**config.mk**
```make
export PLATFORM = sky130hd
export DESIGN_NAME = multi_light_blink_color_mixer
export DESIGN_NICKNAME = d
export VERILOG_FILES = /design/src/rtl/core/mlbcm_pkg.sv /design/src/rtl/core/mlbcm_cell.sv /design/src/rtl/core/multi_light_blink_color_mixer.sv
export SDC_FILE = /design/constraint.sdc
export NUM_CORES = 1
export LEC_CHECK = 0
export ABC_AREA = 1
export BUFFER_PORTS_ARGS = -buffer_cell sky130_fd_sc_hd__clkbuf_2
export CORE_ASPECT_RATIO = 1.2
export CORE_MARGIN = 2
export CORE_UTILIZATION = 55
export CTS_BUF_LIST = sky130_fd_sc_hd__clkbuf_2 sky130_fd_sc_hd__clkbuf_4 sky130_fd_sc_hd__clkbuf_8
export CTS_CLUSTER_DIAMETER = 30
export CTS_CLUSTER_SIZE = 12
export DETAILED_ROUTE_END_ITERATION = 8
export PLACE_DENSITY = 0.83
export SLEW_MARGIN = 15
export SYNTH_ARGS = -nofsm -noshare
export SYNTH_HDL_FRONTEND = slang
export SYNTH_SLANG_ARGS = --single-unit
```
**constraint.sdc**
```tcl
create_clock -name clk_i -period 7.5 [get_ports clk_i]
set_input_delay 0.75 -clock clk_i [delete_from_list [all_inputs] [get_ports clk_i]]
set_output_delay 0.75 -clock clk_i [all_outputs]
set_load 0.03 [all_outputs]
```
**src/rtl/core/mlbcm_pkg.sv**
```systemverilog
`default_nettype none

package mlbcm_pkg;

  // Number of light cells in the chain.
  localparam int unsigned LIGHTS = 8;

  // Width of the settle counter and of the active light count.
  localparam int unsigned CNT_W = (LIGHTS > 1) ? $clog2(LIGHTS) : 1;
  localparam int unsigned ACT_W = $clog2(LIGHTS + 1);

  // Operation codes of an input transaction.
  localparam logic [1:0] OP_START = 2'd0;
  localparam logic [1:0] OP_LOAD  = 2'd1;
  localparam logic [1:0] OP_TICK  = 2'd2;

  // Input transaction.
  typedef struct packed {
    logic [1:0] opcode;
    logic [3:0] light_count;
    logic [2:0] light_index;
    logic [7:0] light_color;
    logic [7:0] on_time;
    logic [7:0] off_time;
    logic [7:0] phase_ticks;
  } mlbcm_in_t;

  // Output transaction.
  typedef struct packed {
    logic [7:0] red_pattern;
    logic [7:0] green_pattern;
    logic [7:0] blue_pattern;
    logic [7:0] lit_lights;
  } mlbcm_out_t;

  // Saturated colour sums handed along the cell chain.
  typedef struct packed {
    logic [2:0] red;
    logic [2:0] green;
    logic [1:0] blue;
  } mlbcm_sum_t;

  // Per-cell control from the sequencer.
  typedef struct packed {
    logic load;
    logic step;
    logic active;
  } mlbcm_ctrl_t;

  // Data written into a cell by a load.
  typedef struct packed {
    logic [7:0] color;
    logic [7:0] on_time;
    logic [7:0] off_time;
    logic [7:0] phase;
  } mlbcm_load_t;

  // PWM pattern for a red or green sum.
  function automatic logic [7:0] rg_pattern(input logic [2:0] level);
    logic [7:0] pat;
    case (level)
      3'd0:    pat = 8'h00;
      3'd1:    pat = 8'h01;
      3'd2:    pat = 8'h11;
      3'd3:    pat = 8'h29;
      3'd4:    pat = 8'h55;
      3'd5:    pat = 8'h75;
      3'd6:    pat = 8'h77;
      default: pat = 8'hEF;
    endcase
    return pat;
  endfunction

  // PWM pattern for a blue sum.
  function automatic logic [7:0] b_pattern(input logic [1:0] level);
    logic [7:0] pat;
    case (level)
      2'd0:    pat = 8'h00;
      2'd1:    pat = 8'h11;
      2'd2:    pat = 8'h55;
      default: pat = 8'hEF;
    endcase
    return pat;
  endfunction

endpackage

`default_nettype wire

```
**src/rtl/core/mlbcm_cell.sv**
```systemverilog
`default_nettype none

module mlbcm_cell (
  input  wire logic                  clk_i,
  input  wire logic                  rst_ni,
  input  wire mlbcm_pkg::mlbcm_ctrl_t ctrl_i,
  input  wire mlbcm_pkg::mlbcm_load_t load_i,
  input  wire mlbcm_pkg::mlbcm_sum_t  sum_i,
  output      mlbcm_pkg::mlbcm_sum_t  sum_o,
  output      logic                  lit_o,
  output      logic                  busy_o
);
  import mlbcm_pkg::*;

  logic [7:0] color_q, color_d;
  logic [7:0] on_q, on_d;
  logic [7:0] off_q, off_d;
  logic [7:0] cd_q, cd_d;
  logic [7:0] phase_q, phase_d;
  logic       lit_q, lit_d;
  logic       busy_q, busy_d;
  mlbcm_sum_t sum_q, sum_d;

  logic [8:0] period;
  logic [8:0] phase_ext;
  logic       contrib;
  logic [3:0] red_sum;
  logic [3:0] green_sum;
  logic [2:0] blue_sum;

  // A stored countdown of zero stands for a full period of 256.
  assign period    = (cd_q == 8'd0) ? 9'd256 : {1'b0, cd_q};
  assign phase_ext = {1'b0, phase_q};

  // Light state: load, one step of the phase skip per cycle, or a tick.
  always_comb begin
    color_d = color_q;
    on_d    = on_q;
    off_d   = off_q;
    cd_d    = cd_q;
    phase_d = phase_q;
    lit_d   = lit_q;
    busy_d  = busy_q;
    if (ctrl_i.load) begin
      color_d = load_i.color;
      on_d    = load_i.on_time;
      off_d   = load_i.off_time;
      cd_d    = load_i.on_time;
      phase_d = load_i.phase;
      busy_d  = 1'b1;
    end else if (busy_q) begin
      if (phase_q == 8'd0) begin
        busy_d = 1'b0;
      end else if (phase_ext < period) begin
        cd_d   = 8'(period - phase_ext);
        busy_d = 1'b0;
      end else begin
        phase_d = 8'(phase_ext - period);
        lit_d   = !lit_q;
        cd_d    = lit_q ? off_q : on_q;
      end
    end else if (ctrl_i.step && ctrl_i.active) begin
      if (cd_q == 8'd1) begin
        lit_d = !lit_q;
        cd_d  = lit_q ? off_q : on_q;
      end else begin
        cd_d = cd_q - 8'd1;
      end
    end
  end

  // Add this light's colour to the sums from the previous cell.
  assign contrib   = ctrl_i.active && lit_q;
  assign red_sum   = {1'b0, sum_i.red} + (contrib ? {1'b0, color_q[7:5]} : 4'd0);
  assign green_sum = {1'b0, sum_i.green} + (contrib ? {1'b0, color_q[4:2]} : 4'd0);
  assign blue_sum  = {1'b0, sum_i.blue} + (contrib ? {1'b0, color_q[1:0]} : 3'd0);

  always_comb begin
    sum_d.red   = red_sum[3] ? 3'd7 : red_sum[2:0];
    sum_d.green = green_sum[3] ? 3'd7 : green_sum[2:0];
    sum_d.blue  = blue_sum[2] ? 2'd3 : blue_sum[1:0];
  end

  // Light parameters and countdown.
  always_ff @(posedge clk_i) begin
    color_q <= color_d;
    on_q    <= on_d;
    off_q   <= off_d;
    cd_q    <= cd_d;
    phase_q <= phase_d;
  end

  // Control state and the chain register.
  always_ff @(posedge clk_i or negedge rst_ni) begin
    if (!rst_ni) begin
      lit_q  <= 1'b1;
      busy_q <= 1'b0;
      sum_q  <= '0;
    end else begin
      lit_q  <= lit_d;
      busy_q <= busy_d;
      sum_q  <= sum_d;
    end
  end

  assign sum_o  = sum_q;
  assign lit_o  = lit_q;
  assign busy_o = busy_q;

endmodule

`default_nettype wire

```
**src/rtl/core/multi_light_blink_color_mixer.sv**
```systemverilog
`default_nettype none

// Channel  Direction  Handshake                  Payload
// in       input      in_valid_i / in_stall_o    in_data_i  (mlbcm_in_t)
// out      output     out_valid_o / out_stall_i  out_data_o (mlbcm_out_t)
//
// A start transaction sets the active count and the sequencer stays idle.
// During a tick the colour sums travel one cell per cycle along the chain
// of light cells. A load makes the addressed cell skip its phase one on/off
// period per step while the sequencer waits; the phase skip runs in the cell.
// Reset sets every on bit and clears the active count; no clearing pass.
// A tick waits at its end while the output register holds an untaken result.

module multi_light_blink_color_mixer (
  input  wire logic                 clk_i,
  input  wire logic                 rst_ni,
  input  wire logic                 in_valid_i,
  output      logic                 in_stall_o,
  input  wire mlbcm_pkg::mlbcm_in_t  in_data_i,
  output      logic                 out_valid_o,
  input  wire logic                 out_stall_i,
  output      mlbcm_pkg::mlbcm_out_t out_data_o
);
  import mlbcm_pkg::*;

  localparam logic [1:0] ST_IDLE = 2'd0;
  localparam logic [1:0] ST_LOAD = 2'd1;
  localparam logic [1:0] ST_SUM  = 2'd2;

  localparam logic [CNT_W-1:0] CNT_LAST = CNT_W'(LIGHTS - 1);

  logic [1:0]       state_q, state_d;
  logic [CNT_W-1:0] cnt_q, cnt_d;
  logic [ACT_W-1:0] active_q, active_d;
  logic             out_valid_q, out_valid_d;
  mlbcm_out_t       out_q, out_d;

  logic               accept;
  logic               tick_done;
  logic               any_busy;
  logic [4:0]         count_ext;
  logic [LIGHTS-1:0]  busy;
  logic [LIGHTS-1:0]  lit;
  logic [LIGHTS-1:0]  load_sel;
  logic [7:0]         lit_vec;
  mlbcm_sum_t         chain [LIGHTS+1];
  mlbcm_load_t        load_data;

  assign in_stall_o = (state_q != ST_IDLE);
  assign accept     = in_valid_i && !in_stall_o;
  assign any_busy   = |busy;
  assign tick_done  = (state_q == ST_SUM) && (cnt_q == CNT_LAST) &&
                      (!out_valid_q || !out_stall_i);

  assign load_data.color    = in_data_i.light_color;
  assign load_data.on_time  = in_data_i.on_time;
  assign load_data.off_time = in_data_i.off_time;
  assign load_data.phase    = in_data_i.phase_ticks;

  assign chain[0] = '0;

  // Row of light cells; the colour sums run from cell 0 upwards.
  for (genvar n = 0; n < LIGHTS; n++) begin : g_cell
    mlbcm_ctrl_t ctrl;

    if (n < 8) begin : g_addr
      assign load_sel[n] = accept && (in_data_i.opcode == OP_LOAD) &&
                           (in_data_i.light_index == 3'(n));
    end else begin : g_noaddr
      assign load_sel[n] = 1'b0;
    end

    assign ctrl.load   = load_sel[n];
    assign ctrl.step   = tick_done;
    assign ctrl.active = (ACT_W'(n) < active_q);

    mlbcm_cell u_cell (
      .clk_i  (clk_i),
      .rst_ni (rst_ni),
      .ctrl_i (ctrl),
      .load_i (load_data),
      .sum_i  (chain[n]),
      .sum_o  (chain[n+1]),
      .lit_o  (lit[n]),
      .busy_o (busy[n])
    );
  end

  // On bits of the first eight lights; missing lights read as dark.
  for (genvar k = 0; k < 8; k++) begin : g_lit
    if (k < LIGHTS) begin : g_have
      assign lit_vec[k] = lit[k];
    end else begin : g_none
      assign lit_vec[k] = 1'b0;
    end
  end

  assign count_ext = {1'b0, in_data_i.light_count};

  // Sequencer over the three kinds of transaction.
  always_comb begin
    state_d  = state_q;
    cnt_d    = cnt_q;
    active_d = active_q;
    case (state_q)
      ST_IDLE: begin
        if (accept) begin
          case (in_data_i.opcode)
            OP_START: begin
              if (count_ext > 5'(LIGHTS)) begin
                active_d = ACT_W'(LIGHTS);
              end else begin
                active_d = ACT_W'(count_ext);
              end
            end
            OP_LOAD: begin
              if (|load_sel) begin
                state_d = ST_LOAD;
              end
            end
            OP_TICK: begin
              state_d = ST_SUM;
              cnt_d   = '0;
            end
            default: begin
              state_d = ST_IDLE;
            end
          endcase
        end
      end
      ST_LOAD: begin
        if (!any_busy) begin
          state_d = ST_IDLE;
        end
      end
      ST_SUM: begin
        if (cnt_q != CNT_LAST) begin
          cnt_d = cnt_q + CNT_W'(1);
        end else if (tick_done) begin
          state_d = ST_IDLE;
        end
      end
      default: begin
        state_d = ST_IDLE;
      end
    endcase
  end

  // Output register: filled at the end of a tick, emptied when taken.
  always_comb begin
    out_valid_d = out_valid_q;
    out_d       = out_q;
    if (out_valid_q && !out_stall_i) begin
      out_valid_d = 1'b0;
    end
    if (tick_done) begin
      out_valid_d         = 1'b1;
      out_d.red_pattern   = rg_pattern(chain[LIGHTS].red);
      out_d.green_pattern = rg_pattern(chain[LIGHTS].green);
      out_d.blue_pattern  = b_pattern(chain[LIGHTS].blue);
      out_d.lit_lights    = lit_vec;
    end
  end

  always_ff @(posedge clk_i or negedge rst_ni) begin
    if (!rst_ni) begin
      state_q     <= ST_IDLE;
      cnt_q       <= '0;
      active_q    <= '0;
      out_valid_q <= 1'b0;
    end else begin
      state_q     <= state_d;
      cnt_q       <= cnt_d;
      active_q    <= active_d;
      out_valid_q <= out_valid_d;
    end
  end

  always_ff @(posedge clk_i) begin
    out_q <= out_d;
  end

  assign out_valid_o = out_valid_q;
  assign out_data_o  = out_q;

  // A phase skip runs only while the sequencer waits for it.
  a_busy_in_load: assert property (@(posedge clk_i) disable iff (!rst_ni)
    any_busy |-> (state_q == ST_LOAD))
    else $error("cell busy outside a load");

  // A load addresses at most one cell.
  a_one_load: assert property (@(posedge clk_i) disable iff (!rst_ni)
    $onehot0(load_sel))
    else $error("more than one cell loaded");

  // A result appears only at the end of the summing phase.
  a_result_from_sum: assert property (@(posedge clk_i) disable iff (!rst_ni)
    $rose(out_valid_q) |-> ($past(state_q) == ST_SUM))
    else $error("result outside a tick");

  // The active count never exceeds the number of cells.
  a_active_range: assert property (@(posedge clk_i) disable iff (!rst_ni)
    active_q <= ACT_W'(LIGHTS))
    else $error("active count out of range");

  // A finished load hands control back at once.
  a_load_exit: assert property (@(posedge clk_i) disable iff (!rst_ni)
    (state_q == ST_LOAD) && !any_busy |=> (state_q == ST_IDLE))
    else $error("load did not finish");

endmodule

`default_nettype wire
```
==> results.cfg <==
[run_status]
outcome = completed

[clocking]
cts.path.max_buffers = 3
cts_root_buf = clkbuf_8
cts_tree = yes
postCtsSetupBuffers = 0
cts.reportedPaths.clkPinSlew_ns = 0.07
cts-resized-gates = 0
numCtsBuffers = 83
cts.htree.levels = 3
ctsHoldBuffers = 0
clk_latency_ns = 0.69
cts.sinks = 436

[setup_path]
cpPeakStageDelay_ns = 0.39
crit_family = simple AND/OR/NAND/NOR gates
critPathBufInv = 4
path_common_cell = nand2_1
endpoint_kind = flop
crit_required_ns = 7.87
crit_chain = inv_1 > ha_1 > inv_1 > nor2_1 > nand2_1 > nor2_2 > nor2_1 > ha_1 > nand2_1 > nor2_1 > nand2_1 > nand2_1 > nand2_2 > nand2_4 > inv_1 > o21ai_0 > buf_4
worst_setup_path_start_kind = flop
cp.arrival_ns = 3.59
crit_type = reg -> reg
crit_slowest_cell = edfxtp_1
worstPathMaxFanout = 10

[die]
rows = 90
die-area_um2 = 52600
start_util_pct = 55.61
die_w_um = 209.7
die_y_um = 250.8
placeableCoreArea_um2 = 50220
ioPinCount = 79

[routing]
via_count = 23350
drt_iter0_markers = 2165
drc = 0
routedWlPerCell_um = 18.12
firstDrtPassIters = 6
vias_per_cell = 5.567
wirelength_um = 76010
ant_nets = 0

[sta]
fin_skew_ns = 0.04603
tns_ns = 0
fin_crit_sh_pct = 42.91
worst_pin_slew_ns = 1.113
fin_ws_ns = 4.282
final_max_slew_viol_count = 0
max_slew_margin_pct = 25.69
setup_viol = 0
hold_viol = 0
rsz0062_at_grt = false
finalCriticalPeriod_ns = 3.218
fmax_ghz = 0.3107

[pwr]
finalPower_mw = 6.676
leakagePower_nw = 14.96
power.density_nw_per_um2 = 216.6
ir_worst_vdd_uv = 174.8

[synthesis]
ys_seq_area_share_pct = 45.30
synthArstFlopShare_pct = 20.64
synthesis.instances = 3409
yosysWarnings = 0
synth_edf_count = 346
synth_top_area_share_pct = 37.20
yosys.area.top_type = edfxtp_1
avgSynthCellArea_um2 = 8.192
synth_area_leaders = edfxtp_1 37%, nand2_1 11%, ha_1 8.5%
ys_ff_latch = 436
synth_cell_types = 46
synth_ff_type = edfxtp_1
syn_area_um2 = 27930
syn-num-nets = 3681

[global_route]
gr-total-overflow = 0
grt_usage_pct = 28.84
grt_pass1_wl_um = 117700
grt_pass1_vias = 22490
antenna_found_initial = 3
grt_max_degree = 48

[place]
globalplace.congestion = 0.9772
post-place-ws_ns = 4.048
hpwl_um = 53230
numPortBuffers = 78
dp_cells = 4036

[job]
maxCapViolations = 0

[layout]
final_cell_mix = 797 x nand2_1, 581 x inv_1, 357 x nor2_1, 346 x edfxtp_1, 307 x nand3_1
layout-drive-gt1-share_pct = 9.250
areaGrowthSynthToFinish_pct = 10.39
finalNonFillerCells = 4194
nets = 3749
final_common_cell = nand2_1

[worst_hold_path]
hp-class = in -> async
## power by group
part,switching [mW],total [mW],leakage (nW),internal [mW]
combinational,0.625,0.905,9.61,0.280
clock,1.17,2.91,1.03,1.74
sequential,0.0974,2.86,4.32,2.76
## cell type report
class | instances | area (µm²)
multi-input combinational | 2276 | 12570
tap | 644 | 805.8
fill | 4163 | 19390
inverter | 592 | 2222
clock inverter | 60 | 823.3
sequential | 436 | 12650
clock buffer | 94 | 1275
antenna | 4 | 10.01
timing repair buffer | 88 | 467.9
## worst paths after layout
kind / to / start / slack, ns / depth (start not counted)
setup / recovery: g_cell[7].u_cell.phase_q[7]$_DFFE_PP_ / g_cell[7].u_cell.cd_q[0]$_DFFE_PP_ / 4.28 / 17
hold / removal: g_cell[1].u_cell.sum_o[4]$_DFF_PN0_ / rst_ni / 0.09 / 1
setup reg to reg: g_cell[7].u_cell.phase_q[7]$_DFFE_PP_ / g_cell[7].u_cell.cd_q[0]$_DFFE_PP_ / 4.28 / 17
hold reg to reg: g_cell[0].u_cell.sum_o[2]$_DFF_PN0_ / g_cell[0].u_cell.color_q[2]$_DFFE_PP_ / 0.47 / 2
max in group asynchronous: g_cell[6].u_cell.busy_o$_DFF_PN0_ / rst_ni / 6.21 / 2
min in group clk_i: active_q[1]$_DFFE_PN0P_ / in_data_i[36] / 0.33 / 3
## metal layers
metal	vias to the layer above	routed length (µm)	track usage (%)	share of wire, %
li1	11130	-	-	-
met1	10880	28490	34.73	37
met2	1061	36370	48.22	48
met3	273	6821	5.759	9.0
met4	0	4335	16.82	5.7
met5	-	0	0	0
## through the flow
| stage | cell area, µm² | utilization, % | hold WS, ns |
|---|---|---|---|
| 2_1_floorplan | 27930 | - | 0.4484 |
| 3_3_place_gp | 28720 | 57.18 | 0.4514 |
| 3_5_place_dp | 28720 | 57.18 | 0.4665 |
| 4_1_cts | 30820 | 61.36 | 0.08774 |
| 5_1_grt | 30820 | 61.37 | 0.1342 |
| 6_report | 30830 | 61.38 | 0.08890 |
## cells by family after synthesis
logic type	count (synthesis)	share of synthesized area, %
mux	16	0.5735
xor+xnor	50	1.568
buf+inv	697	9.713
simple gates	1586	24.10
fa+ha+maj	227	11.16
flops	436	45.30
compound gates	397	7.572
## cell usage after synthesis, types with 5 or more instances
cell type  instances
nor2_1           357
o21ai_0          160
inv_1            582
a31oi_1           12
xor2_1            40
a21oi_1          186
a21o_1            15
xnor2_1           10
buf_1              6
dfstp_2            8
mux2i_1           16
o21a_1             5
nand2_2           11
buf_4              9
nand3b_1           5
nor3_1            10
clkinv_1           6
edfxtp_1         346
clkbuf_1          50
fa_1              37
buf_2             34
nor2_2            13
ha_1             190
or2_2             31
dfrtp_1           82
nand3_1          307
nand2_1          797
a21oi_2            5
o211ai_1           8
nand4_1           41
## state kept, by name, indices dropped and copies added (netlist names), 2 cells and up
name / cells
g_cell.u_cell.cd_q: 64
g_cell.u_cell.lit_o: 8
state_q: 2
g_cell.u_cell.phase_q: 64
g_cell.u_cell.sum_o: 64
g_cell.u_cell.busy_o: 8
g_cell.u_cell.on_q: 64
cnt_q: 3
g_cell.u_cell.color_q: 64
g_cell.u_cell.off_q: 64
out_data_o: 26
active_q: 4
(Power assumes the default switching activity.)
